==> src/sv/ssnf_pkg.sv <==
// Shared types, constants and lookup functions of the seven-segment number formatter.
package ssnf_pkg;

    localparam int unsigned VALUE_W = 20;
    localparam int unsigned DIGITS  = 6;
    localparam int unsigned SLOTS   = 4;

    // ceil(2^23 / 10); floor(x * RECIP10 >> 23) == x / 10 for x < 2^22
    localparam logic [19:0] RECIP10 = 20'd838861;
    localparam int unsigned RECIP_SHIFT = 23;

    localparam logic [1:0] UNIT_NONE = 2'd0;
    localparam logic [1:0] UNIT_C    = 2'd1;
    localparam logic [1:0] UNIT_F    = 2'd2;

    localparam logic [1:0] PREC_MAX  = 2'd2;

    localparam logic [7:0] SEG_BLANK    = 8'h00;
    localparam logic [7:0] SEG_POINT    = 8'h80;
    localparam logic [7:0] SEG_LETTER_C = 8'h39;
    localparam logic [7:0] SEG_LETTER_F = 8'h71;

    localparam logic [1:0] LAST_SLOT = 2'd3;

    typedef struct packed {
        logic [19:0] value_hundredths;
        logic [1:0]  fraction_digits;
        logic [1:0]  unit_symbol;
    } ssnf_in_t;

    typedef struct packed {
        logic [3:0] ram_address;
        logic [7:0] segment_byte;
        logic       last_digit;
    } ssnf_out_t;

    // One item in the digit pipeline: running quotient, digits shifted in
    // from the top (digit 0 lands at index 0 after all stages), and a
    // nonzero flag per quotient.
    typedef struct packed {
        logic [VALUE_W-1:0]           quo;
        logic [DIGITS-1:0][3:0]       digits;
        logic [DIGITS-1:0]            nz;
        logic [1:0]                   prec;
        logic [1:0]                   unit;
    } ssnf_pipe_t;

    function automatic logic [7:0] glyph(input logic [3:0] d);
        logic [7:0] g;
        case (d)
            4'd0:    g = 8'h3F;
            4'd1:    g = 8'h06;
            4'd2:    g = 8'h5B;
            4'd3:    g = 8'h4F;
            4'd4:    g = 8'h66;
            4'd5:    g = 8'h6D;
            4'd6:    g = 8'h7D;
            4'd7:    g = 8'h07;
            4'd8:    g = 8'h7F;
            4'd9:    g = 8'h67;
            default: g = SEG_BLANK;
        endcase
        return g;
    endfunction

    // Display RAM byte address per slot; the colon at address 4 is skipped.
    function automatic logic [3:0] slot_address(input logic [1:0] slot);
        logic [3:0] a;
        case (slot)
            2'd0:    a = 4'd8;
            2'd1:    a = 4'd6;
            2'd2:    a = 4'd2;
            default: a = 4'd0;
        endcase
        return a;
    endfunction

endpackage

==> src/sv/ssnf_serializer.sv <==
// Formats the four segment bytes of an item and sends them out one digit beat at a time.
module ssnf_serializer (
    input  logic                   clk,
    input  logic                   rst_n,
    input  logic                   load_valid,
    input  ssnf_pkg::ssnf_pipe_t   load,
    output logic                   take,
    output logic                   digit_valid,
    input  logic                   digit_stall,
    output ssnf_pkg::ssnf_out_t    digit
);

    logic                                   busy_reg;
    logic                                   busy_next;
    logic [1:0]                             slot_reg;
    logic [1:0]                             slot_next;
    logic [ssnf_pkg::SLOTS-1:0][7:0]        segs_reg;
    logic [ssnf_pkg::SLOTS-1:0][7:0]        segs_next;
    logic [2:0]                             idx;
    logic [2:0]                             prec3;

    // segment byte per slot, slot 0 rightmost
    always_comb
    begin
        prec3 = {1'b0, load.prec};
        for (int k = 0; k < ssnf_pkg::SLOTS; k++)
        begin
            idx = 3'(k) + 3'd2 - prec3;
            if (3'(k) >= prec3 && !load.nz[idx - 3'd1])
                segs_next[k] = ssnf_pkg::SEG_BLANK;
            else
                segs_next[k] = ssnf_pkg::glyph(load.digits[idx]);
        end
        if (load.unit == ssnf_pkg::UNIT_C)
            segs_next[0] = ssnf_pkg::SEG_LETTER_C;
        else if (load.unit == ssnf_pkg::UNIT_F)
            segs_next[0] = ssnf_pkg::SEG_LETTER_F;
        segs_next[load.prec] = segs_next[load.prec] | ssnf_pkg::SEG_POINT;
    end

    assign take = !busy_reg || (slot_reg == ssnf_pkg::LAST_SLOT && !digit_stall);

    always_comb
    begin
        busy_next = busy_reg;
        slot_next = slot_reg;
        if (take)
        begin
            busy_next = load_valid;
            slot_next = 2'd0;
        end
        else if (!digit_stall)
        begin
            slot_next = slot_reg + 2'd1;
        end
    end

    always_ff @(posedge clk or negedge rst_n)
    begin
        if (!rst_n)
        begin
            busy_reg <= 1'b0;
            slot_reg <= 2'd0;
        end
        else
        begin
            busy_reg <= busy_next;
            slot_reg <= slot_next;
        end
    end

    always_ff @(posedge clk)
    begin
        if (take)
        begin
            segs_reg <= segs_next;
        end
    end

    assign digit_valid        = busy_reg;
    assign digit.ram_address  = ssnf_pkg::slot_address(slot_reg);
    assign digit.segment_byte = segs_reg[slot_reg];
    assign digit.last_digit   = (slot_reg == ssnf_pkg::LAST_SLOT);

endmodule

==> config.mk <==
export PLATFORM = sky130hd
export DESIGN_NAME = ssnf_serializer
export DESIGN_NICKNAME = d
export VERILOG_FILES = /design/src/sv/ssnf_pkg.sv /design/src/sv/ssnf_serializer.sv
export SDC_FILE = /design/constraint.sdc
export NUM_CORES = 1
export LEC_CHECK = 0
export BUFFER_PORTS_ARGS = -buffer_cell sky130_fd_sc_hd__buf_2
export CAP_MARGIN = 40
export CORE_MARGIN = 2
export CORE_UTILIZATION = 52
export CTS_CLUSTER_DIAMETER = 60
export CTS_CLUSTER_SIZE = 30
export DETAILED_ROUTE_END_ITERATION = 10
export PLACE_DENSITY = 0.78
export SETUP_SLACK_MARGIN = 0.3
export SLEW_MARGIN = 40
export SYNTH_ARGS = -nofsm -noshare
export SYNTH_HDL_FRONTEND = slang
export SYNTH_SLANG_ARGS = --single-unit
==> constraint.sdc <==
create_clock -name clk -period 3.2 [get_ports clk]
set_clock_uncertainty 0.1 [all_clocks]
set_input_delay 0 -clock clk [delete_from_list [all_inputs] [get_ports clk]]
set_output_delay 0 -clock clk [all_outputs]
set_load 0.005 [all_outputs]
==> flow_summary_export.csv <==
group,metric,value,unit
run_status,outcome,"finished clean",
logic_synthesis,synthSimpleGateAreaFrac,13.1,%
finish,antenna_cells,0,
finish,regArea,1040,µm²
global_route,antenna_found_initial,0,
timing,setup_viol,0,
floorplan,num_io_pins,73,
cts,clock_sink_count,35,
logic_synthesis,synth_edf_count,32,
floorplan,start_util,53.9,%
floorplan,dieArea,8270,µm²
setup_path,slowest_delay,630,ps
cts,clk-insertion-delay-late,280,ps
finish,final_nets,540,
timing,finalHoldViolations,0,
cts,cts_setup_buffers,0,
place,place_area,4350,µm²
logic_synthesis,synth_xor_area_share,0.891,%
drt,ant_nets,0,
setup_path,arrival,2640,ps
place,place_inst,542,
logic_synthesis,synth_top_family_by_area,"multiplexers",
cts,cts_buffers,5,
logic_synthesis,muxShareOfSynthArea,23.3,%
logic_synthesis,synth_fa_ha_area_share,8.91,%
floorplan,dieHeight,91.0,µm
cts,cts_resized,0,
drt,drt_iter0_drc,338,
global_route,grt_pass1_wl,16100,µm
floorplan,fp.dieW,91.0,µm
setup_path,reg2regPathDepth,4,
logic_synthesis,ys_types,72,
min_path,min_path_type,"in -> reg",
min_path,hold_end,"segs_reg[3]$_DFFE_PP_",
cts,clkTransAtPathRegs,70,ps
place,dp_hpwl,7790,µm
finish,final_area,4480,µm²
setup_path,crit_type,"in -> reg",
logic_synthesis,yosysTopAreaCell,"edfxtp_1",
finish,largest_reg_flops,32,
timing,period_minus_slack,2620,ps
timing,fin_setup_tns,0,ps
drt,wl,9900,µm
drt,drtPass1Iterations,6,
setup_path,cp-start-kind,"input port",
finish,layout-drive-gt1-share,31.6,%
min_path,holdPathStages,5,
logic_synthesis,synthTopCellsByCount,"a21oi_1, edfxtp_1, nand2_1",
cts,htree_levels,2,
finish,layoutNonFillerInstCount,554,
setup_path,crit_chain,"buf_2 -> buf_4 -> mux4_2 -> inv_1 -> ha_1 -> inv_1 -> mux2_2 -> o21ai_0 -> a21oi_1 -> nor2_1 -> a22oi_1 -> o21ai_0",
timing,tightest_slew,719,ps
setup_path,critPathCaptureType,"flip-flop",
global_route,grt_max_degree,34,
power,p_per_area,469,nW/µm²
global_route,grt_pass1_vias,3235,
timing,fin_crit_sh,82.0,%
logic_synthesis,ys_warn_count,0,
place,place.gp.congestion,0.906,
timing,relSlewSlack,50.8,%
logic_synthesis,syn_inst,400,
logic_synthesis,synth_most_common_cell,"a21oi_1",
finish,multi_input_area,2680,µm²
drt,num_vias,3492,
power,p_total,0.00210,W
logic_synthesis,synth_compound_area_share,20.8,%
floorplan,coreArea,7290,µm²
setup_path,cp.required,3210,ps
timing,rsz0062_at_grt,"false",
cts,cts_tree,"yes",
finish,fillers,626,
min_path,hp-start,"load[0]",
drt,vias_per_cell,6.30,
global_route,grt.total_usage,24.1,%
finish,syn2layout_area_growth,14.0,%
setup_path,crit_fanout,15,
logic_synthesis,syn-num-nets,486,
power,p_leak,1.81,nW
timing,slew_violations,0,
logic_synthesis,synth_ff_type,"edfxtp_1",
floorplan,rows,31,
drt,post_drt_wl_per_cell,17.9,µm
logic_synthesis,syn-cell-area,3930,µm²
global_route,overflow,0,
cts,cts.path.max_buffers,2,
cts,postCtsHoldBufs,4,
logic_synthesis,synth_top_area_share,24.4,%
setup_path,rr_startpoint,"slot_reg[1]$_DFFE_PN0P_",
logic_synthesis,synthArstFlopShare,8.57,%
logic_synthesis,avgSynthCellArea,9.83,µm²
logic_synthesis,ys_seq_area_share,26.3,%
setup_path,r2r_setup_slack,1200,ps
power,ir_drop,0.204,mV
cts,cts-root-buf,"clkbuf_8",
setup_path,regToRegEndpoint,"segs_reg[30]$_DFFE_PP_",
setup_path,cpMaxStageDelayCell,"mux4_2",
timing,fmax,381,MHz
drt,drc,0,
logic_synthesis,synth_seq_cells,35,
logic_synthesis,synth_top_cells_by_area,"edfxtp_1, mux4_2, ha_1",
place,io_buffers,51,
run,cap_violations,0,
## where the power goes
part	leakage [nW]	internal [W]	switching, W
Clock	0.0402	0.000151	0.000161
Combinational	1.44	0.000510	0.000600
Sequential	0.331	0.000634	0.0000467
## critical path, delay by kind of cell
family          cells  cell delay [ps]
compound gates      4              900
buf+inv             4              580
mux                 2              880
fa+ha+maj           1              150
simple gates        1              110
## layout by cell type, fill, tap and decap left out, types with 4 or more instances in the layout
cell type	n
buf_2	51
a21oi_1	36
edfxtp_1	32
nand2_1	30
ha_1	25
mux4_2	24
inv_1	23
buf_4	20
mux2i_1	16
nor2_1	16
o21ai_0	16
nor3_1	11
nand3_1	10
mux2_2	6
a31oi_1	6
nand2b_1	6
o31ai_1	6
o21ai_1	6
nor2b_1	5
o22ai_1	5
clkbuf_8	5
a22oi_2	4
inv_2	4
xnor2_1	4
mux2_4	4
a22o_1	4
o211ai_1	4
dlygate4sd3_1	4
## logic make-up (layout without fill, tap and decap cells)
logic type,Yosys count,count (layout)
xor+xnor,4,4
buf+inv,56,111
compound gates,120,120
flops,35,35
other cells,1,1
simple gates,102,102
fa+ha+maj,28,28
mux,54,54
## per-layer routing
metal  track usage [%]  wire [µm]  share of wire (%)  up-vias
li1                  -          -                  -     1635
met1              32.0       4190                 42     1674
met2              42.0       4790                 48      159
met3              1.83        624                6.3       24
met4              7.45        291                2.9        0
met5                 0          0                  0        -
## worst max-delay path by stage
stage,startpoint,endpoint,cells past startpoint
2_1_floorplan,load[2],segs_reg[2]$_DFFE_PP_,14
3_3_place_gp,load[3],segs_reg[5]$_DFFE_PP_,12
3_5_place_dp,load[3],segs_reg[2]$_DFFE_PP_,12
4_1_cts,load[3],segs_reg[2]$_DFFE_PP_,12
5_1_grt,load[3],segs_reg[14]$_DFFE_PP_,13
6_report,load[2],segs_reg[20]$_DFFE_PP_,12
## per-stage QoR
stage	utilization [%]	setup WS, ps	hold slack, ps
final	61.5	575	158
after global routing	61.5	337	186
after CTS	61.5	606	134
after detailed placement	59.7	317	-303
after global placement	59.7	375	-306
after floorplan	-	162	-396
## layout make-up
cell class	count	share of cell area, %
Multi-Input combinational cell	309	59.8
Sequential cell	35	23.1
Timing Repair Buffer	75	9.94
Tap cell	99	2.76
Inverter	28	2.37
Clock buffer	5	1.54
Clock inverter	3	0.447
Note: power is estimated with default switching activity, not from simulation.
